==> src/design/round_robin_route_table_assert.svh <==
// ---------------------------------------------------------------------------
// round robin route table assertion macros
// clocked on clk, disabled while rst_n is low
// ---------------------------------------------------------------------------
`ifndef ROUND_ROBIN_ROUTE_TABLE_ASSERT_SVH
`define ROUND_ROBIN_ROUTE_TABLE_ASSERT_SVH

// condition holds at every edge
`define RRRT_ASSERT_NOW(label, cond, msg) \
  label: assert property (@(posedge clk) disable iff (!rst_n) (cond)) \
    else $error(msg);

// consequent holds in the same cycle as the antecedent
`define RRRT_ASSERT_IMPL(label, ante, cons, msg) \
  label: assert property (@(posedge clk) disable iff (!rst_n) (ante) |-> (cons)) \
    else $error(msg);

// consequent holds in the cycle after the antecedent
`define RRRT_ASSERT_NEXT(label, ante, cons, msg) \
  label: assert property (@(posedge clk) disable iff (!rst_n) (ante) |=> (cons)) \
    else $error(msg);

`endif

==> src/design/rrrt_pkg.sv <==
// ---------------------------------------------------------------------------
// rrrt_pkg
// shared types and codes of the round robin route table
// ---------------------------------------------------------------------------
package rrrt_pkg;

  // request kinds
  localparam logic REQ_REGISTER = 1'b0;
  localparam logic REQ_LOOKUP   = 1'b1;

  // result status codes
  typedef enum logic [2:0] {
    STAT_NEW_SLOT    = 3'd0,
    STAT_ADDED       = 3'd1,
    STAT_DUPLICATE   = 3'd2,
    STAT_ROUTES_FULL = 3'd3,
    STAT_TABLE_FULL  = 3'd4,
    STAT_HIT         = 3'd5,
    STAT_MISS        = 3'd6
  } rrrt_status_t;

  // sequencer states
  typedef enum logic [2:0] {
    ST_IDLE,
    ST_SLOT,
    ST_FOUND,
    ST_ROUTE,
    ST_PICK,
    ST_NEW,
    ST_OUT
  } rrrt_state_t;

endpackage

==> src/design/round_robin_route_table.sv <==
// ---------------------------------------------------------------------------
// round_robin_route_table
// slot table keyed by 64-bit address, each slot with a short route list
// and a round-robin pick pointer, held in two synchronous memories
// ---------------------------------------------------------------------------
//
//  channel | direction | handshake        | payload
//  --------+-----------+------------------+-----------------------------------
//  in      | input     | in_valid/stall   | req_type, address, route_id
//  out     | output    | out_valid/stall  | status, selected_route
//
//  one item at a time; the slot memory is scanned one entry per cycle, up to and
//  including the match (all used slots on a miss or new slot), and a route
//  registered to a known slot then scans its listed routes, one per cycle
//  reset clears the control state and used-slot count, not the memories, no clearing pass is needed
//  a new item is taken while the previous result still waits on out_stall
// ---------------------------------------------------------------------------
`include "round_robin_route_table_assert.svh"

module round_robin_route_table
  import rrrt_pkg::*;
#(
  parameter int SLOT_COUNT      = 16,
  parameter int ROUTES_PER_SLOT = 4,
  parameter int ROUTE_ID_BITS   = 16
) (
  input  logic                     clk,
  input  logic                     rst_n,
  // request transfer
  input  logic                     in_valid,
  output logic                     in_stall,
  input  logic                     in_req_type,
  input  logic [63:0]              in_address,
  input  logic [ROUTE_ID_BITS-1:0] in_route_id,
  // result transfer
  output logic                     out_valid,
  input  logic                     out_stall,
  output logic [2:0]               out_status,
  output logic [ROUTE_ID_BITS-1:0] out_selected_route
);

  // widths derived from the table shape
  localparam int SW   = $clog2(SLOT_COUNT);                        // slot index
  localparam int SUW  = $clog2(SLOT_COUNT + 1);                    // used-slot count
  localparam int CW   = $clog2(ROUTES_PER_SLOT + 1);               // route count
  localparam int PW   = (ROUTES_PER_SLOT > 1) ? $clog2(ROUTES_PER_SLOT) : 1;
  localparam int RD   = SLOT_COUNT * ROUTES_PER_SLOT;              // route entries
  localparam int RIW  = $clog2(RD);                                // route index
  localparam int CNTW = (SUW > CW) ? SUW : CW;                     // scan counter
  localparam int MW   = 64 + CW + PW;                              // slot record

  // slot record memory {address, route count, pick pointer}
  logic [MW-1:0]            meta_mem [SLOT_COUNT];
  logic [MW-1:0]            meta_q;
  logic [SW-1:0]            meta_raddr;
  logic                     meta_we;
  logic [SW-1:0]            meta_waddr;
  logic [MW-1:0]            meta_wdata;

  // route list memory, ROUTES_PER_SLOT entries per slot
  logic [ROUTE_ID_BITS-1:0] route_mem [RD];
  logic [ROUTE_ID_BITS-1:0] route_q;
  logic [RIW-1:0]           route_raddr;
  logic                     route_we;
  logic [RIW-1:0]           route_waddr;

  // control state
  rrrt_state_t              state_r, state_nxt;
  logic [SUW-1:0]           slots_used_r, slots_used_nxt;
  logic [CNTW-1:0]          scan_cnt_r, scan_cnt_nxt;
  logic                     pend_r, pend_nxt;
  logic                     out_valid_r, out_valid_nxt;

  // working registers of the current item
  logic                     req_r, req_nxt;
  logic [63:0]              addr_r, addr_nxt;
  logic [ROUTE_ID_BITS-1:0] rid_r, rid_nxt;
  logic [SW-1:0]            pend_idx_r, pend_idx_nxt;
  logic [SW-1:0]            slot_r, slot_nxt;
  logic [CW-1:0]            cnt_r, cnt_nxt;
  logic [PW-1:0]            pick_r, pick_nxt;
  rrrt_status_t             status_r, status_nxt;
  logic [ROUTE_ID_BITS-1:0] sel_r, sel_nxt;
  rrrt_status_t             out_status_r, out_status_nxt;
  logic [ROUTE_ID_BITS-1:0] out_route_r, out_route_nxt;

  // decoded read data and scan conditions
  logic [63:0]              meta_q_addr;
  logic [CW-1:0]            meta_q_cnt;
  logic [PW-1:0]            meta_q_pick;
  logic                     slot_hit;
  logic                     slot_more;
  logic                     route_dup;
  logic                     route_more;
  logic                     table_full;
  logic                     routes_full;
  logic                     out_free;
  logic                     in_xfer;
  logic [RIW-1:0]           slot_base;
  logic [CW-1:0]            pick_inc;
  logic [PW-1:0]            pick_wrap;

  assign meta_q_addr = meta_q[MW-1:CW+PW];
  assign meta_q_cnt  = meta_q[CW+PW-1:PW];
  assign meta_q_pick = meta_q[PW-1:0];

  // a compare is valid in the cycle after its read was issued
  assign slot_hit    = pend_r && (meta_q_addr == addr_r);
  assign slot_more   = scan_cnt_r < CNTW'(slots_used_r);
  assign route_dup   = pend_r && (route_q == rid_r);
  assign route_more  = scan_cnt_r < CNTW'(cnt_r);
  assign table_full  = slots_used_r == SUW'(SLOT_COUNT);
  assign routes_full = cnt_r == CW'(ROUTES_PER_SLOT);

  // first route entry of the working slot
  assign slot_base   = RIW'(RIW'(slot_r) * RIW'(ROUTES_PER_SLOT));

  // round-robin advance, back to zero past the last listed route
  assign pick_inc    = CW'(pick_r) + CW'(1);
  assign pick_wrap   = (pick_inc >= cnt_r) ? '0 : PW'(pick_inc);

  // result register is free unless a result sits stalled in it
  assign out_free    = !(out_valid_r && out_stall);
  assign in_stall    = state_r != ST_IDLE;
  assign in_xfer     = in_valid && !in_stall;

  // next state
  always_comb begin
    state_nxt = state_r;
    case (state_r)
      ST_IDLE: begin
        if (in_valid) state_nxt = ST_SLOT;
      end
      ST_SLOT: begin
        if (slot_hit) begin
          state_nxt = ST_FOUND;
        end else if (slot_more) begin
          state_nxt = ST_SLOT;
        end else if (req_r == REQ_LOOKUP || table_full) begin
          state_nxt = ST_OUT;
        end else begin
          state_nxt = ST_NEW;
        end
      end
      ST_FOUND: begin
        state_nxt = (req_r == REQ_LOOKUP) ? ST_PICK : ST_ROUTE;
      end
      ST_ROUTE: begin
        if (!route_dup && route_more) state_nxt = ST_ROUTE;
        else state_nxt = ST_OUT;
      end
      ST_PICK: state_nxt = ST_OUT;
      ST_NEW:  state_nxt = ST_OUT;
      ST_OUT: begin
        if (out_free) state_nxt = ST_IDLE;
      end
      default: state_nxt = ST_IDLE;
    endcase
  end

  // datapath and memory controls
  always_comb begin
    slots_used_nxt = slots_used_r;
    scan_cnt_nxt   = scan_cnt_r;
    pend_nxt       = 1'b0;
    pend_idx_nxt   = pend_idx_r;
    req_nxt        = req_r;
    addr_nxt       = addr_r;
    rid_nxt        = rid_r;
    slot_nxt       = slot_r;
    cnt_nxt        = cnt_r;
    pick_nxt       = pick_r;
    status_nxt     = status_r;
    sel_nxt        = sel_r;
    out_valid_nxt  = out_valid_r && out_stall;
    out_status_nxt = out_status_r;
    out_route_nxt  = out_route_r;
    meta_raddr     = scan_cnt_r[SW-1:0];
    meta_we        = 1'b0;
    meta_waddr     = slot_r;
    meta_wdata     = {addr_r, cnt_r, pick_r};
    route_raddr    = slot_base + RIW'(scan_cnt_r);
    route_we       = 1'b0;
    route_waddr    = slot_base + RIW'(cnt_r);

    case (state_r)
      ST_IDLE: begin
        if (in_xfer) begin
          req_nxt      = in_req_type;
          addr_nxt     = in_address;
          rid_nxt      = in_route_id;
          scan_cnt_nxt = '0;
        end
      end
      ST_SLOT: begin
        if (slot_hit) begin
          slot_nxt = pend_idx_r;
          cnt_nxt  = meta_q_cnt;
          pick_nxt = meta_q_pick;
        end else if (slot_more) begin
          // issue the next slot read, compare it next cycle
          pend_nxt     = 1'b1;
          pend_idx_nxt = scan_cnt_r[SW-1:0];
          scan_cnt_nxt = scan_cnt_r + CNTW'(1);
        end else begin
          sel_nxt  = '0;
          slot_nxt = slots_used_r[SW-1:0];
          if (req_r == REQ_LOOKUP) status_nxt = STAT_MISS;
          else if (table_full) status_nxt = STAT_TABLE_FULL;
          else status_nxt = STAT_NEW_SLOT;
        end
      end
      ST_FOUND: begin
        // lookup reads the route under the pointer, register scans the list
        route_raddr  = slot_base + RIW'(pick_r);
        scan_cnt_nxt = '0;
      end
      ST_ROUTE: begin
        if (route_dup) begin
          status_nxt = STAT_DUPLICATE;
          sel_nxt    = '0;
        end else if (route_more) begin
          pend_nxt     = 1'b1;
          scan_cnt_nxt = scan_cnt_r + CNTW'(1);
        end else begin
          sel_nxt = '0;
          if (routes_full) begin
            status_nxt = STAT_ROUTES_FULL;
          end else begin
            status_nxt = STAT_ADDED;
            route_we   = 1'b1;
            meta_we    = 1'b1;
            meta_wdata = {addr_r, cnt_r + CW'(1), pick_r};
          end
        end
      end
      ST_PICK: begin
        status_nxt = STAT_HIT;
        sel_nxt    = route_q;
        meta_we    = 1'b1;
        meta_wdata = {addr_r, cnt_r, pick_wrap};
      end
      ST_NEW: begin
        // open the slot with one route and the pointer at zero
        meta_we        = 1'b1;
        meta_wdata     = {addr_r, CW'(1), PW'(0)};
        route_we       = 1'b1;
        route_waddr    = slot_base;
        slots_used_nxt = slots_used_r + SUW'(1);
      end
      ST_OUT: begin
        if (out_free) begin
          out_valid_nxt  = 1'b1;
          out_status_nxt = status_r;
          out_route_nxt  = sel_r;
        end
      end
      default: begin
      end
    endcase
  end

  // slot record memory, registered read
  always_ff @(posedge clk) begin
    if (meta_we) meta_mem[meta_waddr] <= meta_wdata;
    meta_q <= meta_mem[meta_raddr];
  end

  // route list memory, registered read
  always_ff @(posedge clk) begin
    if (route_we) route_mem[route_waddr] <= rid_r;
    route_q <= route_mem[route_raddr];
  end

  // control registers
  always_ff @(posedge clk) begin
    if (!rst_n) begin
      state_r      <= ST_IDLE;
      slots_used_r <= '0;
      pend_r       <= 1'b0;
      out_valid_r  <= 1'b0;
    end else begin
      state_r      <= state_nxt;
      slots_used_r <= slots_used_nxt;
      pend_r       <= pend_nxt;
      out_valid_r  <= out_valid_nxt;
    end
  end

  // payload registers
  always_ff @(posedge clk) begin
    scan_cnt_r   <= scan_cnt_nxt;
    pend_idx_r   <= pend_idx_nxt;
    req_r        <= req_nxt;
    addr_r       <= addr_nxt;
    rid_r        <= rid_nxt;
    slot_r       <= slot_nxt;
    cnt_r        <= cnt_nxt;
    pick_r       <= pick_nxt;
    status_r     <= status_nxt;
    sel_r        <= sel_nxt;
    out_status_r <= out_status_nxt;
    out_route_r  <= out_route_nxt;
  end

  assign out_valid          = out_valid_r;
  assign out_status         = out_status_r;
  assign out_selected_route = out_route_r;

  // checks
  `RRRT_ASSERT_NOW(a_used_bound, slots_used_r <= SUW'(SLOT_COUNT), "used slots overrun")
  `RRRT_ASSERT_IMPL(a_pick_in_range, state_r == ST_PICK, pick_r < cnt_r, "pick out of range")
  `RRRT_ASSERT_NEXT(a_used_only_new, state_r != ST_NEW, $stable(slots_used_r), "used moved")
  `RRRT_ASSERT_NEXT(a_accept_scan, in_valid && !in_stall, state_r == ST_SLOT, "no scan")

endmodule
==> config.mk <==
export PLATFORM = sky130hd
export DESIGN_NAME = round_robin_route_table
export DESIGN_NICKNAME = d
export VERILOG_FILES = /design/src/design/rrrt_pkg.sv /design/src/design/round_robin_route_table.sv
export VERILOG_INCLUDE_DIRS = /design/src /design/src/design
export SDC_FILE = /design/constraint.sdc
export NUM_CORES = 2
export LEC_CHECK = 0
export BUFFER_PORTS_ARGS = -buffer_cell sky130_fd_sc_hd__buf_2
export CAP_MARGIN = 15
export CORE_UTILIZATION = 25
export CTS_CLUSTER_DIAMETER = 200
export DETAILED_ROUTE_END_ITERATION = 10
export MAX_ROUTING_LAYER = met4
export PLACE_DENSITY_LB_ADDON = 0.05
export SYNTH_ARGS = -nofsm -noshare
export SYNTH_HDL_FRONTEND = slang
export SYNTH_SLANG_ARGS = --single-unit
==> constraint.sdc <==
create_clock -name clk -period 20.7 [get_ports clk]
set_input_delay 0 -clock clk [delete_from_list [all_inputs] [get_ports clk]]
set_output_delay 0 -clock clk [all_outputs]
set_load 0.01 [all_outputs]
# Word level (Yosys, flattened, before mapping)

Memory sizes are Yosys's and may differ from the RTL's. A register that Yosys moved wholly into a read port is not among the register bits.
Cells that the tools add are included.

Equality and inequality tests: 20
Bitwise operators: 2
Add/subtract/negate cells: 7
Order comparisons: 3
Mux-type cells: 51
Reduce and logical (&&, ||, !) cells: 21

Operator list:

| kind                                                            | number |
|---|---|
| 64-bit == test                                                  | 1 |
| 16-bit 2-to-1 mux                                               | 4 |
| 16-bit case mux with 3 select lines                             | 1 |
| 5-bit 2-to-1 mux                                                | 8 |
| 3-bit 2-to-1 mux                                                | 12 |
| 5-bit case mux with 4 select lines                              | 1 |
| 2-bit inequality test, second input constant                    | 9 |
| 3-bit case mux with 6 select lines                              | 1 |
| 16-bit == test                                                  | 1 |
| 5-bit case mux with 3 select lines                              | 1 |
| 3-bit == test, second input constant                            | 4 |
| 1-bit 2-to-1 mux                                                | 12 |
| 6-bit 2-to-1 mux                                                | 2 |
| 5-bit by 1-bit adder with 5-bit output, second input constant   | 2 |
| 2-bit AND reduction                                             | 5 |
| 3-bit case mux with 3 select lines                              | 1 |
| 4-bit 2-to-1 mux                                                | 2 |
| 6-bit by 2-bit adder with 6-bit output                          | 1 |
| 6-bit by 3-bit adder with 6-bit output                          | 1 |
| 6-bit by 5-bit adder with 6-bit output                          | 1 |
| 3-bit by 2-bit == test with 1-bit output, second input constant | 2 |
| 2-bit 2-to-1 mux                                                | 3 |
| 1-bit case mux with 2 select lines                              | 3 |
| 6-bit AND reduction                                             | 1 |
| other kinds (18)                                                | 25 |

Output and inout port bits: 21
Bits in writable memories: 2128
Bits in registers: 147
Memories kept: 2
Bits of input ports: 85

Memories:

| memory    | depth | width | read ports | clocked after memory_dff | wr ports | RTL line                      | RTL |
|---|---|---|---|---|---|---|---|
| meta_mem  | 16    | 69    | 1          | 1                        | 1        | round_robin_route_table.sv:53 | `logic [MW-1:0] meta_mem [SLOT_COUNT];` |
| route_mem | 64    | 16    | 1          | 1                        | 1        | round_robin_route_table.sv:61 | `logic [ROUTE_ID_BITS-1:0] route_mem [RD];` |

# Logic depth before layout (Yosys ltp)

Depth after elaboration: 7
Depth in mapped cells: 13

# Least setup slack after synthesis

Ideal clock, no wire load.

Path kind: register to register
Start point: register rid_r[7]
End point: memory meta_mem[3][0] (netlist bit) (enable)
Setup time: 0.581 ns
Data required time: 20.119 ns
Slack: 13.130 ns
Data arrival time: 6.989 ns
Period minus slack after synthesis: 7.570 ns
Stages on the path, launching flop included: 8
Path through: edfxtp_1 -> xnor2_1 -> nand4_1 -> nor4_1 -> a211o_1 -> o21ai_0 -> nand3_1 -> nor3_1

Word-level cells in the longest chain between the ends: 6

RTL lines:

| element                                | RTL line                       | RTL |
|---|---|---|
| start: declaration                     | round_robin_route_table.sv:77  | `logic [ROUTE_ID_BITS-1:0] rid_r, rid_nxt;` |
| start signal: assignment               | round_robin_route_table.sv:296 | `rid_r <= rid_nxt;` |
| 16-bit == test                         | round_robin_route_table.sv:110 | `assign route_dup = pend_r && (route_q == rid_r);` |
| 1-bit logical AND                      | round_robin_route_table.sv:110 |  |
| 1-bit 2-to-1 mux                       | round_robin_route_table.sv:219 | `if (route_dup) begin` |
| 1-bit case mux with 2 select lines     | round_robin_route_table.sv:186 | `case (state_r)` |
| 1-bit 2-to-1 mux                       | round_robin_route_table.sv:265 | `if (meta_we) meta_mem[meta_waddr] <= meta_wdata;` |
| 1-bit 2-to-1 mux (not written as such) | round_robin_route_table.sv:265 |  |
| end: declaration                       | round_robin_route_table.sv:53  |  |

No other way between the ends.

# Final worst setup path

Start point: register state_r[0]
End point: memory meta_mem[13][13] (netlist bit) (enable)

Word-level cells in the longest chain between the ends: 5
Elaborated cells on any way between the ends: 7

RTL lines:

| element                                    | RTL line                       | RTL |
|---|---|---|
| start: declaration                         | round_robin_route_table.sv:68  | `rrrt_state_t state_r, state_nxt;` |
| start signal: assignment                   | round_robin_route_table.sv:283 | `state_r <= state_nxt;` |
| 3-bit == test                              | round_robin_route_table.sv:186 |  |
| 2-bit OR reduction (no line)               | n/a                            |  |
| 1-bit case mux with 2 select lines (*)     | round_robin_route_table.sv:186 |  |
| 1-bit 2-to-1 mux (*)                       | round_robin_route_table.sv:265 |  |
| 1-bit 2-to-1 mux (not written as such) (*) | round_robin_route_table.sv:265 |  |

Every way passes the cells marked *; elsewhere a longest branch is shown, timed or not.

==> flow_summary.ini <==
[synthesis]
dominantRegCellSynth = edfxtp_1
async_flop_share = 0
synth_top_family_by_area = multiplexers
mappedNetlistNets = 4892
synth_compound_gate_area_share = 0.0255
synth_sequential_area_ratio = 0.776
avgSynthCellArea_um2 = 18.8
synth.distinct_cells = 73
postSynthCellCount = 4786
synth_xor_xnor_area_share = 0.00671
synth_top_cell_area_share = 0.755
area_fraction_in_and_or_nand_and_nor_cells_after_synthesis = 0.0611
yosys.area.top_type = edfxtp_1
synth-warning-count = 0
synth_fa_ha_area_frac = 0.00300
synth-seq-cells = 2360
post_synth_instance_area_mm2 = 0.0901
synth_mux_area_frac = 0.115
synth_enable_flop_cells = 2265
synth.area.top_cells = edfxtp_1 (75%), mux4_2 (10%), nand2_1 (2.5%)

[routing]
drt_pass1_iterations = 5
routed_wire_length_mm = 294
post-route-drc-count = 0
post_drt_wl_per_cell_um = 28.4
post_drt_via_cell_ratio = 4.49
detailroute.via_count = 46500
initialDrtViolationCount = 3428
postRouteAntennaNets = 0

[timing]
fin_crit_sh = 0.265
grt_setup_unrepaired = no
max_slew.worst_pin.slew_ns = 1.14
max_freq_mhz = 182
report.final.slew_viol_count = 0
hold_slack_ns = 0.104
hold_violations = 0
setup_tns_ns = 0
slew-limit-headroom = 0.240
final_period_minus_worst_setup_slack_ns = 5.48
finalClockSkew_ns = 0.0584
setup_slack_ns = 15.22
setup-violations-final = 0

[finish]
ratio_of_cells_with_drive_above_1_in_the_final_layout = 0.221
filler_cell_count = 35300
seqCellArea_mm2 = 0.0699
finalNetCount = 5435
finalNonFillerCells = 10300
multiInputGateArea_mm2 = 0.0194
syn2layout_area_growth_pct = 20.6
finish.utilization = 0.303

[placement]
placed_cells = 9640
gp_routability_congestion = 0.760
placement.setup.worst_slack_ns = 14.99
port_buffers = 105
dp_hpwl_mm = 175

[setup_path]
crit_reg_reg_startpoint = state_r[0]
crit_start = state_r[0]
cell_with_the_biggest_individual_delay_on_the_critical_path = buf_4
end_kind = flip-flop
critical_path_required_ns = 21.21
crit_chain = inv_1 > nor2_1 > nand2_1 > o21ai_0 > nand3_1 > nor2_4 > buf_4
worst_setup_path_start_kind = flip-flop
crit_fanout = 46
worstSetupPathType = flip-flop to flip-flop
longest_individual_stage_delay_on_the_worst_path_ns = 0.88
cp_num_buf_inv = 2
arrival_ns = 5.99
cp_top_family = simple AND/OR/NAND/NOR gates

[clock_network]
clkSinkCount = 2360
root_buffer = clkbuf_16
cts_tree = built
postCtsSetupRepairBufs = 0
clock_transition_at_path_regs_ns = 0.06
h_tree_levels = 5
numCtsBuffers = 294
clock_path_buffers = 4
worst_skew_pair.late_latency_ns = 0.92

[global_routing]
first_global_vias = 48100
grt_first_pass_wirelength_mm = 410
globalRouteOverflowTotal = 0
grt_max_degree = 148
grt_usage = 0.165
grt_antenna_before_repair = 25

[floorplan]
boundaryPins = 106
die_h_um = 602
placeableCoreArea_mm2 = 0.359
std_cell_rows = 220
floorplan.die_area_mm2 = 0.363
initial_core_util = 0.251
die_w_um = 602

[worst_hold_path]
worst_hold_path_type = primary input to flip-flop
timing.hold.worst.start = rst_n

[pwr]
peak_vdd_ir_mv = 0.132
power_per_unit_of_standard_cell_area_mw_per_mm2 = 148
cellLeakagePower_nw = 34.5

[job]
maxCapViolations = 0

[status]
run_status = finished, final reports clean
[worst reg2reg max path, stage by stage, from the launching register on]
cell,delay (ns)
dfxtp_1,0.73
inv_1,0.55
nor2_1,0.40
nand2_1,0.27
o21ai_0,0.83
nand3_1,0.53
nor2_4,0.84
buf_4,0.88
[synthesized netlist by cell type (all sizes together), types with 4 or more instances]
| master | instances |
|---|---|
| a31oi | 40 |
| o22ai | 22 |
| a32oi | 18 |
| xnor2 | 44 |
| a2111oi | 16 |
| nor4bb | 4 |
| o311a | 6 |
| buf | 136 |
| o2111ai | 8 |
| a22oi | 19 |
| mux2i | 99 |
| o31ai | 5 |
| o221ai | 21 |
| nor3 | 38 |
| a21o | 8 |
| a2111o | 8 |
| and3 | 39 |
| clkbuf | 108 |
| a21oi | 54 |
| nor2b | 9 |
| nand2 | 609 |
| a211oi | 24 |
| nor4 | 19 |
| o21ai | 35 |
| inv | 37 |
| mux2 | 6 |
| nand3 | 245 |
| xor2 | 25 |
| mux4 | 411 |
| edfxtp | 2265 |
| ha | 20 |
| nand4 | 63 |
| nor2 | 121 |
| a32o | 9 |
| nand2b | 45 |
| and2 | 14 |
| dfxtp | 95 |
[per-stage QoR]
step,instance area [um^2],power (mW)
final,109000,16.1
after global routing,109000,16.9
after CTS,109000,16.5
after detailed placement,97700,11.4
after global placement,97700,11.4
after floorplan,90100,8.85
[repair_timing]
action                    4_1_cts  5_1_grt
resized for setup               0        0
hold buffers                  166        0
hold endpoints to repair      112        0
[flip-flops by register name, summed over array words and instances, names as in the netlist, 2 cells and up]
| name | cells |
|---|---|
| addr_r | 64 |
| cnt_r | 3 |
| meta_mem | 1104 |
| meta_q | 69 |
| meta_waddr | 4 |
| out_selected_route | 16 |
| out_status | 3 |
| pend_idx_r | 4 |
| pick_r | 2 |
| rid_r | 16 |
| route_mem | 1024 |
| route_q | 16 |
| scan_cnt_r | 5 |
| sel_r | 16 |
| slots_used_r | 5 |
| state_r | 3 |
| status_r | 3 |
[power by group]
group          switching, mW  internal, mW
clock                   2.05          2.96
sequential             0.263          5.83
combinational           3.38          1.64
[cell type report]
cell class,instances,area share
Clock buffer,394,0.0745
Inverter,37,0.00128
Tap cell,4773,0.0549
Antenna cell,10,0.000230
Timing Repair Buffer,491,0.0368
Clock inverter,137,0.0109
Multi-Input combinational cell,2145,0.178
Sequential cell,2360,0.643
[metal layers]
layer,wire length [um],GRT usage,vias to the layer above,share of wire
met5,0,-,-,0
met4,6140,0.0359,0,0.021
met3,9950,0.0200,372,0.034
met2,144000,0.271,883,0.49
met1,135000,0.220,24900,0.46
li1,-,-,20300,-
[cell families (layout without fill, tap and decap cells)]
kind of cell               Yosys count  count (layout)
xor gates and xnor gates            69              69
DFF                               2360            2360
other                                0              10
AOI/OAI and AO/OA                  318             318
and+or+nand+nor                   1221            1221
muxes                              516             516
buffers and inverters              281            1059
adders and majority gates           21              21
[layout by cell type, fill, tap and decap left out, types with 13 or more instances in the layout]
cell type      count
dlygate4sd3_1    166
o21ai_0           32
nand2b_1          45
ha_1              20
dfxtp_1           95
a32oi_1           18
nor3_1            29
nor2_1            82
buf_2            105
bufinv_16         17
nor2_2            26
clkinv_2          40
and2_1            13
o22ai_1           22
a211oi_1          24
nand2_1          609
a31oi_1           39
xor2_1            25
clkbuf_1          73
edfxtp_1        2265
and3_1            38
nor4_1            15
buf_4            206
xnor2_1           44
a21oi_1           53
clkbuf_16        302
mux2i_1           94
nor2_4            13
clkinv_1          54
nand3_1          245
o221ai_1          21
inv_1             37
mux4_2           411
nand4_1           63
clkbuf_8          19
a22oi_1           19
[path summary, 6_finish.rpt]
check / end / cells past startpoint / slack, ns
worst max-delay path: meta_mem[13][13] / 7 / 15.22
worst min-delay path: pend_r / 3 / 0.10
worst max register to register: meta_mem[13][13] / 7 / 15.22
worst min register to register: pick_r[0] / 0 / 0.41
Note: power is estimated with default switching activity, not from simulation.
